## src/sv/pol_pkg.sv

```systemverilog
// pol_pkg: shared sizes, codes and controller/datapath types for the
// positional ordered list. No dependencies.
package pol_pkg;

  localparam int CAPACITY = 16;
  localparam int IDX_W    = $clog2(CAPACITY);
  localparam int CNT_W    = $clog2(CAPACITY + 1);

  localparam int OP_W    = 3;
  localparam int VAL_W   = 32;
  localparam int POS_W   = 5;
  localparam int ST_W    = 2;
  localparam int COUNT_W = 5;

  // compare width: holds count+1 and any position
  localparam int CMP_W = (CNT_W + 1 > POS_W) ? CNT_W + 1 : POS_W;

  typedef enum logic [OP_W-1:0] {
    OP_INS_FIRST = 3'd0,
    OP_INS_LAST  = 3'd1,
    OP_INS_AT    = 3'd2,
    OP_DEL_FIRST = 3'd3,
    OP_DEL_LAST  = 3'd4,
    OP_DEL_AT    = 3'd5,
    OP_READ_AT   = 3'd6,
    OP_NOP       = 3'd7
  } op_t;

  typedef enum logic [ST_W-1:0] {
    ST_OK     = 2'd0,
    ST_BADPOS = 2'd1,
    ST_FULL   = 2'd2,
    ST_EMPTY  = 2'd3
  } status_t;

  typedef enum logic {
    S_IDLE = 1'b0,
    S_EXEC = 1'b1
  } state_t;

  // controller -> datapath commands
  typedef struct packed {
    logic capture;  // latch the incoming beat
    logic commit;   // execute held op, update list, load result
  } cmd_t;

endpackage

```

## src/sv/pol_ctrl.sv

```systemverilog
// pol_ctrl: handshake controller for the positional ordered list.
// Depends on pol_pkg.
module pol_ctrl (
  input  logic          clk,
  input  logic          rst_n,
  input  logic          in_valid,
  output logic          in_ready,
  output logic          out_valid,
  input  logic          out_ready,
  output pol_pkg::cmd_t cmd
);

  pol_pkg::state_t state_r, state_nxt;
  logic            out_valid_r, out_valid_nxt;

  // next state
  always_comb begin
    state_nxt = state_r;
    case (state_r)
      pol_pkg::S_IDLE: begin
        if (in_valid) state_nxt = pol_pkg::S_EXEC;
      end
      pol_pkg::S_EXEC: begin
        if (!out_valid_r || out_ready) state_nxt = pol_pkg::S_IDLE;
      end
      default: state_nxt = pol_pkg::S_IDLE;
    endcase
  end

  // outputs
  always_comb begin
    in_ready    = 1'b0;
    cmd.capture = 1'b0;
    cmd.commit  = 1'b0;
    case (state_r)
      pol_pkg::S_IDLE: begin
        in_ready    = 1'b1;
        cmd.capture = in_valid;
      end
      pol_pkg::S_EXEC: begin
        cmd.commit = !out_valid_r || out_ready;
      end
      default: ;
    endcase
  end

  always_comb begin
    if (cmd.commit)     out_valid_nxt = 1'b1;
    else if (out_ready) out_valid_nxt = 1'b0;
    else                out_valid_nxt = out_valid_r;
  end

  always_ff @(posedge clk) begin
    if (!rst_n) begin
      state_r     <= pol_pkg::S_IDLE;
      out_valid_r <= 1'b0;
    end else begin
      state_r     <= state_nxt;
      out_valid_r <= out_valid_nxt;
    end
  end

  assign out_valid = out_valid_r;

endmodule

```

## src/sv/pol_dp.sv

```systemverilog
// pol_dp: entry shift array, element count and result registers.
// Depends on pol_pkg.
module pol_dp (
  input  logic                             clk,
  input  logic                             rst_n,
  input  pol_pkg::cmd_t                    cmd,
  input  logic        [pol_pkg::OP_W-1:0]  in_operation,
  input  logic signed [pol_pkg::VAL_W-1:0] in_value,
  input  logic        [pol_pkg::POS_W-1:0] in_position,
  output logic        [pol_pkg::ST_W-1:0]  out_status,
  output logic        [pol_pkg::COUNT_W-1:0] out_element_count,
  output logic signed [pol_pkg::VAL_W-1:0] out_read_value
);

  // held beat
  pol_pkg::op_t                     op_r;
  logic signed [pol_pkg::VAL_W-1:0] val_r;
  logic        [pol_pkg::POS_W-1:0] pos_r;

  logic signed [pol_pkg::VAL_W-1:0] entries_r   [pol_pkg::CAPACITY];
  logic signed [pol_pkg::VAL_W-1:0] entries_nxt [pol_pkg::CAPACITY];
  logic [pol_pkg::CNT_W-1:0]        count_r, count_nxt;

  logic        [pol_pkg::ST_W-1:0]    status_r;
  logic        [pol_pkg::COUNT_W-1:0] ecount_r;
  logic signed [pol_pkg::VAL_W-1:0]   rdval_r;

  logic [pol_pkg::CMP_W-1:0] pos_w, cnt_w, idx;
  logic                      is_ins, is_del, is_read;
  logic                      do_ins, do_del;
  pol_pkg::status_t          status;
  logic signed [pol_pkg::VAL_W-1:0] rd;
  logic [pol_pkg::IDX_W-1:0] rd_idx;

  assign pos_w   = pol_pkg::CMP_W'(pos_r);
  assign cnt_w   = pol_pkg::CMP_W'(count_r);
  assign is_ins  = op_r inside {pol_pkg::OP_INS_FIRST, pol_pkg::OP_INS_LAST,
                                pol_pkg::OP_INS_AT};
  assign is_del  = op_r inside {pol_pkg::OP_DEL_FIRST, pol_pkg::OP_DEL_LAST,
                                pol_pkg::OP_DEL_AT};
  assign is_read = (op_r == pol_pkg::OP_READ_AT);
  assign rd_idx  = pol_pkg::IDX_W'(pos_w - pol_pkg::CMP_W'(1));

  // decode: status, target index, shift direction
  always_comb begin
    status = pol_pkg::ST_OK;
    idx    = '0;
    do_ins = 1'b0;
    do_del = 1'b0;
    rd     = '0;
    if (is_ins) begin
      if (cnt_w == pol_pkg::CMP_W'(pol_pkg::CAPACITY)) begin
        status = pol_pkg::ST_FULL;
      end else if (op_r == pol_pkg::OP_INS_FIRST) begin
        do_ins = 1'b1;
      end else if (op_r == pol_pkg::OP_INS_LAST) begin
        idx    = cnt_w;
        do_ins = 1'b1;
      end else if (pos_w == '0 || pos_w > cnt_w + pol_pkg::CMP_W'(1)) begin
        status = pol_pkg::ST_BADPOS;
      end else begin
        idx    = pos_w - pol_pkg::CMP_W'(1);
        do_ins = 1'b1;
      end
    end else if (is_del) begin
      if (cnt_w == '0) begin
        status = pol_pkg::ST_EMPTY;
      end else if (op_r == pol_pkg::OP_DEL_FIRST) begin
        do_del = 1'b1;
      end else if (op_r == pol_pkg::OP_DEL_LAST) begin
        idx    = cnt_w - pol_pkg::CMP_W'(1);
        do_del = 1'b1;
      end else if (pos_w == '0 || pos_w > cnt_w) begin
        status = pol_pkg::ST_BADPOS;
      end else begin
        idx    = pos_w - pol_pkg::CMP_W'(1);
        do_del = 1'b1;
      end
    end else if (is_read) begin
      if (cnt_w == '0)                          status = pol_pkg::ST_EMPTY;
      else if (pos_w == '0 || pos_w > cnt_w)    status = pol_pkg::ST_BADPOS;
      else                                      rd = entries_r[rd_idx];
    end
  end

  // per-entry shift: open a gap on insert, close it on delete
  for (genvar g = 0; g < pol_pkg::CAPACITY; g++) begin : g_ent
    logic signed [pol_pkg::VAL_W-1:0] lower, upper;
    if (g > 0) begin : g_lo
      assign lower = entries_r[g-1];
    end else begin : g_lo0
      assign lower = entries_r[g];
    end
    if (g < pol_pkg::CAPACITY - 1) begin : g_hi
      assign upper = entries_r[g+1];
    end else begin : g_hi0
      assign upper = entries_r[g];
    end
    always_comb begin
      entries_nxt[g] = entries_r[g];
      if (do_ins) begin
        if (pol_pkg::CMP_W'(g) == idx)     entries_nxt[g] = val_r;
        else if (pol_pkg::CMP_W'(g) > idx) entries_nxt[g] = lower;
      end else if (do_del) begin
        if (pol_pkg::CMP_W'(g) >= idx)     entries_nxt[g] = upper;
      end
    end
  end

  always_comb begin
    if (do_ins)      count_nxt = count_r + pol_pkg::CNT_W'(1);
    else if (do_del) count_nxt = count_r - pol_pkg::CNT_W'(1);
    else             count_nxt = count_r;
  end

  always_ff @(posedge clk) begin
    if (!rst_n) begin
      count_r <= '0;
    end else if (cmd.commit) begin
      count_r <= count_nxt;
    end
  end

  always_ff @(posedge clk) begin
    if (cmd.capture) begin
      op_r  <= pol_pkg::op_t'(in_operation);
      val_r <= in_value;
      pos_r <= in_position;
    end
    if (cmd.commit) begin
      entries_r <= entries_nxt;
      status_r  <= status;
      ecount_r  <= pol_pkg::COUNT_W'(count_nxt);
      rdval_r   <= rd;
    end
  end

  assign out_status        = status_r;
  assign out_element_count = ecount_r;
  assign out_read_value    = rdval_r;

  a_cnt_bound: assert property (@(posedge clk) disable iff (!rst_n)
    count_r <= pol_pkg::CNT_W'(pol_pkg::CAPACITY))
    else $error("count above capacity");

  a_cnt_ins: assert property (@(posedge clk) disable iff (!rst_n)
    cmd.commit && do_ins |=> count_r == $past(count_r) + pol_pkg::CNT_W'(1))
    else $error("insert did not grow count");

  a_cnt_del: assert property (@(posedge clk) disable iff (!rst_n)
    cmd.commit && do_del |=> count_r == $past(count_r) - pol_pkg::CNT_W'(1))
    else $error("delete did not shrink count");

  a_cnt_hold: assert property (@(posedge clk) disable iff (!rst_n)
    !cmd.commit |=> $stable(count_r))
    else $error("count moved without commit");

endmodule

```

## src/sv/positional_ordered_list.sv

```systemverilog
// positional_ordered_list: top level, joins controller and datapath.
// Depends on pol_pkg, pol_ctrl, pol_dp.
//
// Bounded ordered list of up to CAPACITY (16) signed 32-bit values. Each
// input beat carries an operation (insert first/last/at, delete
// first/last/at, read at) and gives exactly one result beat with a status
// (ok, invalid position, full, empty), the count after the operation and the
// value read (zero unless a read succeeded). Failed operations leave the
// list untouched; code 7 is a no-op that returns ok. Each beat is first
// latched; then, in the execute state, every entry shifts in parallel around
// the target position and the result register loads. A new beat is taken
// while the previous result still waits; the execute state stalls only if
// that result has not been taken yet. No clearing pass after reset: only
// entries below the count are ever read.
module positional_ordered_list (
  input  logic                               clk,
  input  logic                               rst_n,
  input  logic                               in_valid,
  output logic                               in_ready,
  input  logic        [pol_pkg::OP_W-1:0]    in_operation,
  input  logic signed [pol_pkg::VAL_W-1:0]   in_value,
  input  logic        [pol_pkg::POS_W-1:0]   in_position,
  output logic                               out_valid,
  input  logic                               out_ready,
  output logic        [pol_pkg::ST_W-1:0]    out_status,
  output logic        [pol_pkg::COUNT_W-1:0] out_element_count,
  output logic signed [pol_pkg::VAL_W-1:0]   out_read_value
);

  pol_pkg::cmd_t cmd;

  // handshake sequencing
  pol_ctrl u_ctrl (
    .clk       (clk),
    .rst_n     (rst_n),
    .in_valid  (in_valid),
    .in_ready  (in_ready),
    .out_valid (out_valid),
    .out_ready (out_ready),
    .cmd       (cmd)
  );

  // list storage, decode and result registers
  pol_dp u_dp (
    .clk               (clk),
    .rst_n             (rst_n),
    .cmd               (cmd),
    .in_operation      (in_operation),
    .in_value          (in_value),
    .in_position       (in_position),
    .out_status        (out_status),
    .out_element_count (out_element_count),
    .out_read_value    (out_read_value)
  );

endmodule

```

## config.mk

```make
export PLATFORM = sky130hd
export DESIGN_NAME = positional_ordered_list
export DESIGN_NICKNAME = d
export VERILOG_FILES = /design/src/sv/pol_pkg.sv /design/src/sv/pol_ctrl.sv /design/src/sv/pol_dp.sv /design/src/sv/positional_ordered_list.sv
export SDC_FILE = /design/constraint.sdc
export NUM_CORES = 2
export LEC_CHECK = 0
export BUFFER_PORTS_ARGS = -buffer_cell sky130_fd_sc_hd__buf_4
export CAP_MARGIN = 20
export CORE_UTILIZATION = 63
export DETAILED_ROUTE_END_ITERATION = 7
export PLACE_DENSITY = 0.8
export SLEW_MARGIN = 40
export SYNTH_ARGS = -nofsm -noshare
export SYNTH_HDL_FRONTEND = slang
export SYNTH_SLANG_ARGS = --single-unit
```

## constraint.sdc

```tcl
create_clock -name clk -period 12.05 [get_ports clk]
set_clock_uncertainty 0.2 [all_clocks]
set_input_delay 1.205 -clock clk [delete_from_list [all_inputs] [get_ports clk]]
set_output_delay 1.205 -clock clk [all_outputs]
set_load 0.05 [all_outputs]
```

### Yosys cells after proc, flatten, opt, wreduce, memory -nomap -nowiden

Cells that the tools add are included.

* register bits: 598
* input bits: 44
* output and inout port bits: 41

* add/sub/neg operators: 5
* magnitude comparators: 33
* equality and inequality tests: 37
* muxes and demuxes: 122
* bitwise operators: 3
* reductions and logical operators: 45

Operators with widths (count)
* 32-bit 2-to-1 mux: 78
* 32-bit binary-select mux with 4-bit select: 1
* 6-bit 2-to-1 mux: 10
* 4-bit AND reduction: 15
* 4-bit by 6-bit equality test with 1-bit output, first input constant: 8
* 4-bit by 6-bit greater-than comparator with 1-bit output, first input constant: 8
* 4-bit by 6-bit >= comparator with 1-bit output, first input constant: 7
* 3-bit inequality test, second input constant: 14
* 2-bit nonzero test: 18
* 3-bit by 6-bit equality test with 1-bit output, first input constant: 4
* 3-bit by 6-bit >= comparator with 1-bit output, first input constant: 4
* 3-bit by 6-bit greater-than comparator with 1-bit output, first input constant: 4
* 1-bit 2-to-1 mux: 20
* 2-bit 2-to-1 mux: 10
* 6-bit zero test: 3
* 2-bit by 6-bit equality test with 1-bit output, first input constant: 2
* 1-bit by 6-bit >= comparator with 1-bit output, first input constant: 2
* 2-bit by 6-bit >= comparator with 1-bit output, first input constant: 2
* 2-bit by 6-bit greater-than comparator with 1-bit output, first input constant: 2
* 5-bit by 1-bit subtractor with 6-bit output, second input constant: 2
* 5-bit 2-to-1 mux: 2
* 3-bit equality test, second input constant: 3
* 5-bit by 1-bit adder with 6-bit output, second input constant: 1
* 1-bit by 6-bit equality test with 1-bit output, first input constant: 1
* other kinds (19): 24

### Depth between registers and ports, before layout

* depth after elaboration: 12
* gate-level depth with buffers: 17
* mapped depth without buffers: 12

### Cells and area by module

From an unflattened synthesis, not the netlist that was laid out.

* cells, all modules: 3042
* area total of the unflattened synthesis: 33885.0 um2

Modules (own cells, without submodules)
* pol_dp: instances 1, cells an instance 3032, area each 33774.9 um2, sequential area each 17847.1 um2
* pol_ctrl: instances 1, cells an instance 10, area each 110.1 um2, sequential area each 40.0 um2

### Least setup slack after synthesis

No wires, ideal clock.

* kind: register -> register
* start: register u_dp.count_r[0] in the netlist's numbering
* end: register u_dp.entries_r, in the netlist u_dp.g_ent[11].lower[0], enable pin
* arrival time: 5576 ps
* setup slack: 5804 ps
* cell stages (with the launch flop): 15
* buffers on the path: 3
* clock period less this slack: 6246 ps
* cell sequence: dfxtp_1 > clkbuf_1 > inv_1 > ha_1 > inv_1 > ha_1 > nor2b_1 > o21bai_1 > a31oi_1 > o21ai_0 > a31oi_1 > nor2_1 > clkbuf_1 > clkbuf_1 > a211oi_1

* cells in the longest elaborated chain, start to end: 11
* elaborated cells between the ends (all ways): 36
* those cells by class: add/sub: 2; order compare: 4; eq/ne: 3; mux: 21; reduce/logical: 6

RTL lines
* start, declared: RTL line pol_dp.sv:22 `logic [pol_pkg::CNT_W-1:0] count_r, count_nxt;`
* start signal, assigned: RTL line pol_dp.sv:120 `count_r <= count_nxt;`
* 5-bit by 1-bit adder with 6-bit output / 5-bit greater-than comparator (equally long branches): RTL line pol_dp.sv:59, pol_dp.sv:73
* 5-bit by 6-bit greater-than comparator with 1-bit output / 1-bit logical OR (equally long branches): RTL line pol_dp.sv:59, pol_dp.sv:73
* 1-bit logical OR / 6-bit 2-to-1 mux (equally long branches): RTL line pol_dp.sv:59, pol_dp.sv:73
* 6-bit 2-to-1 mux, on equally long branches: RTL line pol_dp.sv:59, pol_dp.sv:70
* 6-bit 2-to-1 mux, on equally long branches: RTL line pol_dp.sv:56, pol_dp.sv:68
* 6-bit 2-to-1 mux, on equally long branches: RTL line pol_dp.sv:54, pol_dp.sv:66
* 6-bit 2-to-1 mux, on equally long branches: RTL line pol_dp.sv:52, pol_dp.sv:65
* 6-bit 2-to-1 mux: RTL line pol_dp.sv:51 `if (is_ins) begin`
* 4-bit by 6-bit greater-than comparator with 1-bit output, or another cell as far along: RTL line pol_dp.sv:103 `else if (pol_pkg::CMP_W'(g) > idx) entries_nxt[g] = lower;`
* 3-bit inequality test (no source line) / 2-bit nonzero test (equally long branches)
* 4-bit AND reduction (no source line) *
* end signal, assigned: RTL line pol_dp.sv:131 `entries_r <= entries_nxt;`
* end, declared: RTL line pol_dp.sv:20 `logic signed [pol_pkg::VAL_W-1:0] entries_r [pol_pkg::CAPACITY];`

Mark *: on every way between the ends. The rest lies on a longest branch, timed or not.
A chain may end at the register's enable or synchronous reset.

==> flow_summary.toml <==
[outcome]
status = "finished, violations left"
violations = "design-rule violations"

[global_route]
overflow = 0
grt_pass1_vias = 26289
grt_use_total_pct = 37.5
grt_pass1_wl_um = 154000
grt_max_degree = 145
antenna_found_initial = 0

[floorplan]
num_rows = 83
die_area_um2 = 53500
coreArea_um2 = 51600
die_w_um = 231
die_h_um = 231
ios = 85
start_util_pct = 64.2

[timing]
final_hold_viol_count = 0
worst_pin_slew_ns = 0.896
rsz0062_at_grt = "no"
slew_viol_final = 0
period_needed_ns = 6.06
finalSetupTns_ns = 0
fin_ws_ns = 5.99
clock.fmax_mhz = 165
finalCritPeriodShare_pct = 50.3
finalSetupViolCount = 0
whs_ns = 0.327
slew_headroom_pct = 40.3

[finish]
multi_input_area_um2 = 14300
layout_commonest_cell = "o211ai_1"
final_cell_mix = "o211ai_1, edfxtp_1, nand2_1, mux4_2, nand3_1"
fillers = 3412
final_layout_size_suffix_gt1_share_pct = 17.4
finalNonFillerCells = 3460
syn_to_final_growth_pct = 10.2
layout.area.seq_um2 = 17900
diodes = 0
fin_nets = 2792

[cts]
postCtsResizedCells = 0
h-tree-depth = 3
cts_tree = "built"
clk_pin_slew_worst_paths_ns = 0.06
clock_latency_ns = 0.63
post-cts-setup-buffer-count = 0
cts_sinks = 598
cts_hold_buffers = 0
cts_buffer_depth = 3
numCtsBuffers = 66
clockRootBuffer = "clkbuf_16"

[routing]
dr.first_iter.drc_count = 4923
m1WireLength_um = 36200
drc = 1
dr.pass1.iters = 8
top_layer_used = "met4"
finalWirelength_um = 101000
postRouteAntennaNets = 0
dr_total_vias = 27123
avgRoutedWirePerCell_um = 29.1
dr_wl_met3_um = 12900
wl_met2_um = 46400
viasPerCell = 7.84

[setup_path]
worst-endpoint-arrival_ns = 6.30
critPathKind = "reg2reg"
cp-end-kind = "register"
start_kind = "register"
crit_fanout = 51
worstPathRequired_ns = 12.29
reg2reg_slack_ns = 5.99

[synthesis]
avgSynthCellArea_um2 = 11.7
synth_fp_nets = 2890
synth-edff-count = 591
ys.flop_type = "edfxtp_1"
synth_area_um2 = 33100
yosysSeqAreaShare_pct = 54.0
ys_warn_count = 0
async_flop_share_pct = 0
synth_seq_cells = 598
synthCells = 2833
synthDistinctLibCells = 54

[power_and_ir_drop]
p_per_area_nw_per_um2 = 153
peakVddDrop_v = 0.000129
p_leak_nw = 11.7

[placed_design]
place_ws_ns = 6.17
port_buffers = 84
dp_hpwl_um = 55900
gp_congestion = 0.894
place_inst = 3341

[min_path]
min_path_type = "reg2reg"

[flow_run]
cap_violations = 0
==> path summary, 6_finish.rpt <==
| check | from | end | cells after the start |
|---|---|---|---|
| min | u_ctrl.out_valid | u_ctrl.out_valid | 2 |
| max | u_dp.pos_r[0] | u_dp.g_ent[11].upper[17] | 13 |
| max reg2reg | u_dp.pos_r[0] | u_dp.g_ent[11].upper[17] | 13 |
| min reg2reg | u_ctrl.out_valid | u_ctrl.out_valid | 2 |
==> cell type report <==
cell class / count / area share, %
Clock buffer: 74 / 4.67
Clock inverter: 39 / 0.939
Inverter: 15 / 0.161
Multi-Input combinational cell: 1901 / 39.2
Sequential cell: 598 / 49.0
Tap cell: 680 / 2.33
Timing Repair Buffer: 153 / 3.74
==> per-layer routing <==
| layer | track usage, % | vias up |
|---|---|---|
| li1 | - | 11071 |
| met1 | 50.9 | 13149 |
| met2 | 56.8 | 2483 |
| met3 | 8.44 | 420 |
| met4 | 20.1 | 0 |
| met5 | 0 | - |
==> through the flow <==
stage	power [mW]	utilization [%]	instance area, um^2
floorplan	3.28	-	33100
global placement	3.56	66.0	34100
detailed placement	3.61	66.5	34300
CTS	5.56	70.5	36400
global route	5.74	70.7	36500
finish	5.60	70.7	36500
==> Yosys cell counts, types with 3 or more instances <==
cell      number  area, um^2
inv_1         14        52.6
o21ai_0       42         210
and2_1         3        18.8
mux2_2        30         338
nor2_1        53         199
o211ai_1     709        5320
or3_1          6        37.5
o22ai_1        3        18.8
buf_2         14        70.1
edfxtp_1     591       17700
clkbuf_1     280        1050
a31oi_1       35         219
dfxtp_1        7         140
buf_1         24        90.1
nand4_1        7        43.8
nand3_1      145         726
a21oi_1       49         245
a211oi_1       4        30.0
mux4_2       160        3600
nand2b_1       8        50.1
xnor2_1        9        78.8
nand2_1      542        2030
nor2b_1       38         238
nor3_1         6        30.0
ha_1          13         163
o32a_1         3        30.0
==> worst max-delay path: stages (launching register included) <==
cell and delay, ns:
edfxtp_1 0.32, buf_4 0.64, inv_1 0.34, ha_1 0.38, nand2_1 0.07, o22ai_1 0.06, a31oi_1 0.50, o32a_1 0.36
and2_1 0.39, nand3_4 0.65, buf_4 0.64, or2_2 0.64, buf_4 0.35, o211ai_1 0.24
==> logic make-up (layout without fill, tap and decap cells) <==
group           after synthesis  after routing  synth area share, %
xor+xnor                     11             11                0.291
mux                         192            192                 12.0
buf+inv                     334            281                 3.85
flops                       598            598                 54.0
fa+ha+maj                    13             13                0.491
simple gates                820            820                 10.6
compound gates              865            865                 18.8
==> power breakdown <==
group          internal, mW  switching (mW)  total, mW  leakage, nW
clock network          1.13           0.857       1.98         1.01
logic                 0.363           0.704       1.07         5.18
registers              2.46          0.0830       2.55         5.48
total                  3.95            1.64       5.60         11.7
==> state kept, by name, indices dropped and copies added (netlist names) <==
signal,cells
u_dp.g_ent.lower,96
u_dp.g_ent.upper,416
u_dp.pos_r,5
u_dp.op_r,3
u_ctrl.state_r,1
u_dp.val_r,32
u_dp.out_read_value,32
u_dp.count_r,5
u_ctrl.out_valid,1
u_dp.out_element_count,5
u_dp.out_status,2
Note: power is estimated with default switching activity, not from simulation.
